### src/rtl/core/vng_pkg.sv
`default_nettype none
package vng_pkg;

    localparam int MAX_VERTICES = 1024;
    localparam int IDX_W        = $clog2(MAX_VERTICES);
    localparam int ACC_WIDTH    = 24;
    localparam int NORM_W       = 36;
    localparam int POS_W        = 16;
    localparam int NRM_W        = 16;

    typedef enum logic [1:0] {
        ACT_LOAD  = 2'd0,
        ACT_TRI   = 2'd1,
        ACT_READ  = 2'd2,
        ACT_NONE  = 2'd3
    } action_t;

    typedef struct packed {
        logic [1:0]              action;
        logic [9:0]              vertex_a;
        logic [9:0]              vertex_b;
        logic [9:0]              vertex_c;
        logic signed [POS_W-1:0] pos_x;
        logic signed [POS_W-1:0] pos_y;
        logic signed [POS_W-1:0] pos_z;
    } cmd_t;

    typedef struct packed {
        logic [9:0]              vertex_index;
        logic signed [NRM_W-1:0] normal_x;
        logic signed [NRM_W-1:0] normal_y;
        logic signed [NRM_W-1:0] normal_z;
        logic                    degenerate;
    } rsp_t;

    typedef struct packed {
        logic                    done;
        logic                    zero;
        logic signed [NRM_W-1:0] nx;
        logic signed [NRM_W-1:0] ny;
        logic signed [NRM_W-1:0] nz;
    } norm_res_t;

endpackage
`default_nettype wire

### src/rtl/core/vng_norm.sv
`default_nettype none
module vng_norm import vng_pkg::*; (
    input  wire logic                     clk,
    input  wire logic                     rst_n,
    input  wire logic                     start,
    input  wire logic signed [NORM_W-1:0] vec [3],
    output norm_res_t                     res
);

    typedef enum logic [5:0] {
        N_IDLE  = 6'b000001,
        N_SHIFT = 6'b000010,
        N_SQ    = 6'b000100,
        N_SQRT  = 6'b001000,
        N_DSET  = 6'b010000,
        N_DIV   = 6'b100000
    } nstate_t;

    nstate_t     state_reg, state_next;
    logic        done_reg, done_next;
    logic [4:0]  cnt_reg, cnt_next;
    logic [1:0]  k_reg, k_next;

    logic [NORM_W-1:0]       m_reg [3];
    logic                    sgn_reg [3];
    logic [59:0]             prod_reg;
    logic [63:0]             sum_reg;
    logic [63:0]             x_reg;
    logic [63:0]             r_reg;
    logic [63:0]             bit_reg;
    logic [32:0]             rem_reg;
    logic [14:0]             low_reg;
    logic [14:0]             q_reg;
    logic signed [NRM_W-1:0] n_reg [3];
    logic                    zero_reg;

    logic        all_zero, any_hi, all_lo;
    logic [63:0] trial;
    logic [44:0] num;
    logic [32:0] rem2;
    logic        q_bit;
    logic [14:0] q_new;
    logic [NORM_W-1:0] mag [3];

    always_comb
    begin
        for (int i = 0; i < 3; i++)
        begin
            mag[i] = vec[i][NORM_W-1] ? (~vec[i] + 1'b1) : vec[i];
        end
        all_zero = (vec[0] == '0) && (vec[1] == '0) && (vec[2] == '0);
        any_hi   = (|m_reg[0][NORM_W-1:30]) || (|m_reg[1][NORM_W-1:30])
                   || (|m_reg[2][NORM_W-1:30]);
        all_lo   = !(|m_reg[0][NORM_W-1:29]) && !(|m_reg[1][NORM_W-1:29])
                   && !(|m_reg[2][NORM_W-1:29]);
        trial    = r_reg + bit_reg;
        num      = {1'b0, m_reg[k_reg][29:0], 14'b0} + {14'b0, r_reg[31:1]};
        rem2     = {rem_reg[31:0], low_reg[14]};
        q_bit    = (rem2 >= {1'b0, r_reg[31:0]});
        q_new    = {q_reg[13:0], q_bit};
    end

    always_comb
    begin
        state_next = state_reg;
        done_next  = 1'b0;
        cnt_next   = cnt_reg;
        k_next     = k_reg;
        case (state_reg)
            N_IDLE:
            begin
                if (start)
                begin
                    if (all_zero)
                    begin
                        done_next = 1'b1;
                    end
                    else
                    begin
                        state_next = N_SHIFT;
                    end
                end
            end
            N_SHIFT:
            begin
                if (!any_hi && !all_lo)
                begin
                    state_next = N_SQ;
                    cnt_next   = '0;
                end
            end
            N_SQ:
            begin
                cnt_next = cnt_reg + 5'd1;
                if (cnt_reg == 5'd3)
                begin
                    state_next = N_SQRT;
                    cnt_next   = '0;
                end
            end
            N_SQRT:
            begin
                cnt_next = cnt_reg + 5'd1;
                if (cnt_reg == 5'd31)
                begin
                    state_next = N_DSET;
                    k_next     = '0;
                end
            end
            N_DSET:
            begin
                state_next = N_DIV;
                cnt_next   = '0;
            end
            N_DIV:
            begin
                cnt_next = cnt_reg + 5'd1;
                if (cnt_reg == 5'd14)
                begin
                    if (k_reg == 2'd2)
                    begin
                        state_next = N_IDLE;
                        done_next  = 1'b1;
                    end
                    else
                    begin
                        state_next = N_DSET;
                        k_next     = k_reg + 2'd1;
                    end
                end
            end
            default:
            begin
                state_next = N_IDLE;
            end
        endcase
    end

    always_ff @(posedge clk or negedge rst_n)
    begin
        if (!rst_n)
        begin
            state_reg <= N_IDLE;
            done_reg  <= 1'b0;
            cnt_reg   <= '0;
            k_reg     <= '0;
        end
        else
        begin
            state_reg <= state_next;
            done_reg  <= done_next;
            cnt_reg   <= cnt_next;
            k_reg     <= k_next;
        end
    end

    always_ff @(posedge clk)
    begin
        case (state_reg)
            N_IDLE:
            begin
                if (start)
                begin
                    zero_reg <= all_zero;
                    for (int i = 0; i < 3; i++)
                    begin
                        m_reg[i]   <= mag[i];
                        sgn_reg[i] <= vec[i][NORM_W-1];
                        if (all_zero)
                        begin
                            n_reg[i] <= '0;
                        end
                    end
                end
            end
            N_SHIFT:
            begin
                for (int i = 0; i < 3; i++)
                begin
                    if (any_hi)
                    begin
                        m_reg[i] <= m_reg[i] >> 1;
                    end
                    else if (all_lo)
                    begin
                        m_reg[i] <= m_reg[i] << 1;
                    end
                end
                sum_reg <= '0;
            end
            N_SQ:
            begin
                if (cnt_reg != 5'd3)
                begin
                    prod_reg <= m_reg[cnt_reg[1:0]][29:0] * m_reg[cnt_reg[1:0]][29:0];
                end
                if (cnt_reg != 5'd0)
                begin
                    sum_reg <= sum_reg + {4'b0, prod_reg};
                end
                x_reg   <= sum_reg + {4'b0, prod_reg};
                r_reg   <= '0;
                bit_reg <= 64'd1 << 62;
            end
            N_SQRT:
            begin
                if (x_reg >= trial)
                begin
                    x_reg <= x_reg - trial;
                    r_reg <= (r_reg >> 1) + bit_reg;
                end
                else
                begin
                    r_reg <= r_reg >> 1;
                end
                bit_reg <= bit_reg >> 2;
            end
            N_DSET:
            begin
                rem_reg <= {3'b0, num[44:15]};
                low_reg <= num[14:0];
                q_reg   <= '0;
            end
            N_DIV:
            begin
                rem_reg <= q_bit ? (rem2 - {1'b0, r_reg[31:0]}) : rem2;
                low_reg <= {low_reg[13:0], 1'b0};
                q_reg   <= q_new;
                if (cnt_reg == 5'd14)
                begin
                    n_reg[k_reg] <= sgn_reg[k_reg] ? -$signed({1'b0, q_new})
                                                   : $signed({1'b0, q_new});
                end
            end
            default:
            begin
            end
        endcase
    end

    assign res.done = done_reg;
    assign res.zero = zero_reg;
    assign res.nx   = n_reg[0];
    assign res.ny   = n_reg[1];
    assign res.nz   = n_reg[2];

endmodule
`default_nettype wire

### config.mk
export PLATFORM = sky130hd
export DESIGN_NAME = vng_norm
export DESIGN_NICKNAME = d
export VERILOG_FILES = /design/src/rtl/core/vng_pkg.sv /design/src/rtl/core/vng_norm.sv
export SDC_FILE = /design/constraint.sdc
export NUM_CORES = 2
export LEC_CHECK = 0
export BUFFER_PORTS_ARGS = -buffer_cell sky130_fd_sc_hd__buf_4
export CAP_MARGIN = 5
export CORE_MARGIN = 2
export CORE_UTILIZATION = 40
export CTS_CLUSTER_SIZE = 16
export DETAILED_ROUTE_END_ITERATION = 8
export SLEW_MARGIN = 20
export SYNTH_ARGS = -nofsm -noshare
export SYNTH_HDL_FRONTEND = slang
export SYNTH_SLANG_ARGS = --single-unit
### constraint.sdc
create_clock -name clk -period 14 [get_ports clk]
set_input_delay 0.7 -clock clk [delete_from_list [all_inputs] [get_ports clk]]
set_output_delay 0.7 -clock clk [all_outputs]
set_load 0.05 [all_outputs]
# --- Word level (Yosys, flattened, before mapping) ---
# Memories as Yosys holds them, arrays and structs flattened.
# Cells that the tools add are included.
totals:
  ff_bits: 392
  ramBits: 159
  inputBits: 111
  output_inout_bits: 50
  wordCells: 155
  memories: 3
op_classes:
  add_sub_neg: 12
  mul: 1
  order_cmp: 2
  n_eq_ne: 20
  n_mux: 59
  bitwise_logic: 9
  reduce_logical: 36
mem_list:
  columns: ["memory", "depth", "width", "read_ports", "rd_clocked_by_memory_dff", "wr", "line", "source"]
  rows:
  - ["m_reg", 3, 36, 5, 0, 3, "vng_norm.sv:24", "logic [NORM_W-1:0] m_reg [3];"]
  - ["n_reg", 3, 16, 3, 0, 3, "vng_norm.sv:34", "logic signed [NRM_W-1:0] n_reg [3];"]
  - ["sgn_reg", 3, 1, 1, 0, 3, "vng_norm.sv:25", "logic sgn_reg [3];"]
ops:
  columns: ["operator", "count"]
  rows:
  - ["case mux 64 bit (2 select lines)", 4]
  - ["two-way mux 36 bit", 9]
  - ["two-way mux 64 bit", 3]
  - ["adder 36 x 1 -> 36 bit, second input constant", 3]
  - ["zero test 36 bit", 3]
  - ["inverter 36 bit", 3]
  - ["adder 63 x 64 -> 64 bit", 1]
  - ["adder 64 x 60 -> 64 bit", 1]
  - ["adder 64 bit", 1]
  - [">= comparator 64 bit", 1]
  - ["case mux 32 bit (2 select lines)", 1]
  - ["subtractor 64 bit", 1]
  - ["multiplier 30 x 30 -> 60 bit", 1]
  - ["adder 44 x 31 -> 45 bit", 1]
  - ["two-way mux 6 bit", 6]
  - ["case mux 6 bit (6 select lines)", 1]
  - [">= comparator 33 x 32 -> 1 bit", 1]
  - ["two-way mux 16 bit", 2]
  - ["two-way mux 32 bit", 1]
  - ["subtractor 32 bit", 1]
  - ["case mux 15 bit (2 select lines)", 1]
  - ["case mux 14 bit (2 select lines)", 1]
  - ["OR reduction 7 bit", 3]
  - ["two-way mux 1 bit", 20]
  - ["other kinds (33)", 69]

# --- Logic depth before layout (Yosys ltp) ---
# An unclocked memory read counts as a cell.
depth:
  depth_word: 10
  depth_mapped: 38
  depth_no_buf: 33

# --- Worst setup path before layout ---
# OpenSTA, ideal clock, no wires.
synth_timing:
  path_kind: "register to register"
  from: "reg cnt_reg[0]"
  to: "reg prod_reg[57], data pin"
  setup_time_ps: 263
  t_arrival_ps: 9067
  t_required_ps: 13737
  path_slack_ps: 4670
  path_stages_with_launch: 32
  n_path_buf: 6
  period_less_slack_ps: 9330
  path_cell_list: "dfrtp_1 clkbuf_1 clkbuf_1 buf_1 mux2i_1 o21a_1 clkbuf_1 buf_1 nor2_1 fa_1 fa_1 fa_1 inv_1 fa_1 inv_1 fa_1 fa_1 fa_1 inv_1 fa_1 inv_1 ha_1 clkbuf_1 nand3_1 and2_1 or4b_2 o2111ai_1 a2111oi_0 or3_1 a21o_1 a311oi_1 xnor2_1"
synth_via:
  elab_chain_cells: 2
synth_rtl:
  columns: ["item", "line", "source"]
  rows:
  - ["from (decl)", "vng_norm.sv:21", "logic [4:0] cnt_reg, cnt_next;"]
  - ["from (signal assigned)", "vng_norm.sv:152", "cnt_reg <= cnt_next;"]
  - ["memory (3 x 36 bit)", null, null]
  - ["multiplier 30 x 30 -> 60 bit", "vng_norm.sv:195", "prod_reg <= m_reg[cnt_reg[1:0]][29:0] * m_reg[cnt_reg[1:0]][29:0];"]
  - ["to (signal assigned)", "vng_norm.sv:195", null]
  - ["to (decl)", "vng_norm.sv:26", "logic [59:0] prod_reg;"]
# No other way between the ends.
# A chain may end at the register's enable or synchronous reset.

# --- Worst setup path after layout ---
layout_timing:
  from: "reg cnt_reg[0]"
  to: "reg prod_reg[56], data pin"
# Same word-level chain as after synthesis.

==> flow_metrics.env <==
export IMPL_cell_repeated_most_along_the_worst_path="sky130_fd_sc_hd__fa_1"
export IMPL_post_synth_instance_area_um2=64000
export IMPL_slew_viol_final=0
export IMPL_clkLatencyLatePin_ns=0.67
export IMPL_run_status="completed"
export IMPL_die_area_um2=163000
export IMPL_synth_area_leader_cell="sky130_fd_sc_hd__edfxtp_1"
export IMPL_period_minus_slack_ns=10.59
export IMPL_grt_first_pass_wirelength_mm=308
export IMPL_post_synth_inst_count=7117
export IMPL_tritoncts_num_sinks=518
export IMPL_worst_r2r_setup_slack_ns=3.41
export IMPL_rows=146
export IMPL_floorplan_core_area_um2=159000
export IMPL_largest_register_ff_count=108
export IMPL_post_route_cells_drive_above_1_share=0.0633
export IMPL_number_of_antenna_violating_nets_in_the_routed_design=0
export IMPL_die_width_um=404
export IMPL_number_of_antenna_violations_at_the_first_check_in_global_routing=3
export IMPL_overflow=0
export IMPL_synth_top_flop_cell="sky130_fd_sc_hd__edfxtp_1"
export IMPL_critical_path_class="flop to flop"
export IMPL_cts_tree="built"
export IMPL_final_setup_skew_ns=0.0410
export IMPL_io_pins=161
export IMPL_grt_pass1_vias=51980
export IMPL_synth_seq_area_share=0.242
export IMPL_route_final_wire_length_mm=200
export IMPL_routedWlPerCell_um=21.6
export IMPL_vias=51828
export IMPL_floorplan_initialDensity=0.404
export IMPL_dr_first_iter_drc_count=4571
export IMPL_final_nets=8448
export IMPL_flow_area_growth_from_synthesis_pct=8.86
export IMPL_number_of_synthesized_flops_with_an_enable_pin=503
export IMPL_min_delay_start="vec[103]"
export IMPL_dp_final_hpwl_mm=157
export IMPL_post_route_setup_tns_ns=0
export IMPL_regToRegStartpoint="cnt_reg[0]"
export IMPL_worst_setup_path_start_kind="flop"
export IMPL_pin_count_of_the_biggest_net_entering_global_routing=77
export IMPL_h_tree_depth=2
export IMPL_clk_pin_slew_ns=0.07
export IMPL_cts_repair_resized=0
export IMPL_ys_types=86
export IMPL_synth_top_cell_area_share=0.236
export IMPL_relSlewSlack=0.288
export IMPL_slowest_stage="sky130_fd_sc_hd__clkinv_1"
export IMPL_root_buffer="sky130_fd_sc_hd__clkbuf_16"
export IMPL_reg2regPathDepth=31
export IMPL_max_freq_ghz=0.0944
export IMPL_critical_path_arrival_ns=10.97
export IMPL_async_reset_ff_frac=0.0270
export IMPL_cts_inserted_buffers=59
export IMPL_route_detailed_vias_per_inst=5.60
export IMPL_setup_viol=0
export IMPL_finalHoldViolCount=0
export IMPL_critPathRequiredTime_ns=14.38
export IMPL_r2r_end="prod_reg[56]"
export IMPL_worstHoldPathCells=2
export IMPL_die_height_um=404
export IMPL_postSynthRegisterBits=518
export IMPL_global_route_usage_over_all_layers=0.242
export IMPL_place_port_buffers=160
export IMPL_post_synth_cell_area_avg_um2=8.99
export IMPL_ys_top_cells_by_area="sky130_fd_sc_hd__edfxtp_1 24%, sky130_fd_sc_hd__fa_1 22%, sky130_fd_sc_hd__ha_1 9.8%"
export IMPL_drtPass1Iterations=6
export IMPL_synth_yosys_warnings=0
export IMPL_timing_hold_worst_endpoint="m_reg[0][35]"
export IMPL_period_share=0.756
export IMPL_grt_setup_unrepaired="no"
export IMPL_postSynthNetCount=8427
export IMPL_maxCapViolCount=0
export IMPL_max_clock_path_buffers=3
export IMPL_max_slew_worst_pin_slew_ns=1.06
export IMPL_cp_end_kind="flop"
export IMPL_remaining_drc_errors=0
export IMPL_routabilityCongestion=0.953
export IMPL_slowest_delay_ns=0.93
export IMPL_hold_path_class="input pin to flop"
export IMPL_worstPathMaxFanout=33
[worst max-delay path by stage]
stage	endpoint	start	cells after the start	slack, ns
detailed placement	prod_reg[56]	cnt_reg[0]	31	3.52
global route	prod_reg[56]	cnt_reg[1]	30	2.96
CTS	prod_reg[56]	cnt_reg[0]	31	3.51
global placement	prod_reg[56]	cnt_reg[0]	31	3.62
floorplan	prod_reg[57]	cnt_reg[0]	31	4.67
finish	prod_reg[56]	cnt_reg[0]	31	3.41
[cells in the mapped netlist, types with 42 or more instances]
cell type and count:
sky130_fd_sc_hd__a21o_1 112, sky130_fd_sc_hd__o21ai_0 424, sky130_fd_sc_hd__o21a_1 42, sky130_fd_sc_hd__and2_1 71
sky130_fd_sc_hd__nand3_1 100, sky130_fd_sc_hd__xnor2_1 241, sky130_fd_sc_hd__a211oi_1 62, sky130_fd_sc_hd__fa_1 698
sky130_fd_sc_hd__a21oi_1 384, sky130_fd_sc_hd__nor2_1 725, sky130_fd_sc_hd__o21bai_1 44, sky130_fd_sc_hd__inv_1 1020
sky130_fd_sc_hd__a31oi_1 75, sky130_fd_sc_hd__edfxtp_1 503, sky130_fd_sc_hd__ha_1 501, sky130_fd_sc_hd__mux2i_1 86
sky130_fd_sc_hd__nand4_1 71, sky130_fd_sc_hd__xor2_1 228, sky130_fd_sc_hd__o31ai_1 47, sky130_fd_sc_hd__clkbuf_1 256
sky130_fd_sc_hd__nor3_1 74, sky130_fd_sc_hd__nor2b_1 66, sky130_fd_sc_hd__nand2_1 738
[critical path: cells and delay by family (launching register included)]
kind | cells | cell delay (ns)
AND/OR/NAND/NOR | 4 | 0.77
XOR/XNOR | 1 | 0.11
flip-flops | 1 | 0.34
adder cells (fa/ha/maj) | 9 | 4.42
buffers and inverters | 8 | 2.03
AO/OA/AOI/OAI | 8 | 2.30
multiplexers | 1 | 0.29
[metal layers]
layer  global-route usage  share of wire  up-vias
met2                0.388           0.46     1741
met3               0.0390          0.073      264
met4               0.0537          0.023        2
met5                    0       0.000035        -
met1                0.344           0.45    25827
li1                     -              -    23994
[logic make-up (layout without fill, tap and decap cells)]
group | count (synthesis) | after routing | share of synthesized area
compound gates | 1463 | 1463 | 0.143
other cells | 0 | 1 | 0
fa+ha+maj | 1199 | 1199 | 0.316
buf+inv | 1315 | 1387 | 0.0773
xor+xnor | 469 | 469 | 0.0642
simple gates | 2063 | 2063 | 0.143
mux | 90 | 90 | 0.0142
flops | 518 | 518 | 0.242
[placed cells by master (no fill, tap or decap), types with 16 or more instances in the layout]
cell / count
sky130_fd_sc_hd__o21ai_0: 414
sky130_fd_sc_hd__buf_4: 247
sky130_fd_sc_hd__a211oi_1: 62
sky130_fd_sc_hd__a21o_1: 112
sky130_fd_sc_hd__o221a_2: 18
sky130_fd_sc_hd__o31ai_1: 47
sky130_fd_sc_hd__nor3_1: 73
sky130_fd_sc_hd__a31o_2: 24
sky130_fd_sc_hd__clkbuf_16: 61
sky130_fd_sc_hd__o41ai_1: 20
sky130_fd_sc_hd__and2_1: 71
sky130_fd_sc_hd__and3_1: 38
sky130_fd_sc_hd__nand2b_1: 41
sky130_fd_sc_hd__ha_1: 501
sky130_fd_sc_hd__fa_1: 698
sky130_fd_sc_hd__o22ai_1: 16
sky130_fd_sc_hd__xor2_1: 228
sky130_fd_sc_hd__xnor2_1: 241
sky130_fd_sc_hd__or4_1: 27
sky130_fd_sc_hd__nor2b_1: 66
sky130_fd_sc_hd__nor4_1: 26
sky130_fd_sc_hd__nand4_1: 71
sky130_fd_sc_hd__o21ai_1: 18
sky130_fd_sc_hd__or2_2: 18
sky130_fd_sc_hd__nor2_1: 722
sky130_fd_sc_hd__or3_1: 27
sky130_fd_sc_hd__a221oi_1: 24
sky130_fd_sc_hd__nand2_1: 733
sky130_fd_sc_hd__inv_1: 1018
sky130_fd_sc_hd__mux2i_1: 86
sky130_fd_sc_hd__o211ai_1: 19
sky130_fd_sc_hd__a21oi_1: 383
sky130_fd_sc_hd__edfxtp_1: 503
sky130_fd_sc_hd__o21a_1: 42
sky130_fd_sc_hd__o21bai_1: 44
sky130_fd_sc_hd__a22o_1: 21
sky130_fd_sc_hd__a31oi_1: 75
sky130_fd_sc_hd__nand3_1: 100
[through the flow]
step	hold WS [ns]	instance area, µm²	std cells	util	setup WS [ns]
after floorplan	0.404	64000	7117	-	4.67
after global placement	0.503	67500	9148	0.425	3.62
after detailed placement	0.518	67500	9148	0.425	3.52
after CTS	0.313	69600	9261	0.439	3.51
after global routing	0.336	69700	9261	0.439	2.96
final	0.348	69700	9262	0.439	3.41
[area by class of cell]
class                           instances  area (µm²)
Antenna cell                            1        2.50
Clock buffer                           69        1580
Clock inverter                         43         603
Fill cell                           15586       88900
Inverter                             1027        3860
Multi-Input combinational cell       5284       43700
Sequential cell                       518       15500
Tap cell                             2072        2590
Timing Repair Buffer                  248        1860
[what timing repair did]
action	4_1_cts	5_1_grt
hold buffers	1	0
setup endpoints to repair	0	0
setup buffers	0	0
endpoints found under the hold margin	13	0
Power is not shown: default switching activity piles up to over one toggle a cycle in this logic, so the estimate is an artifact.
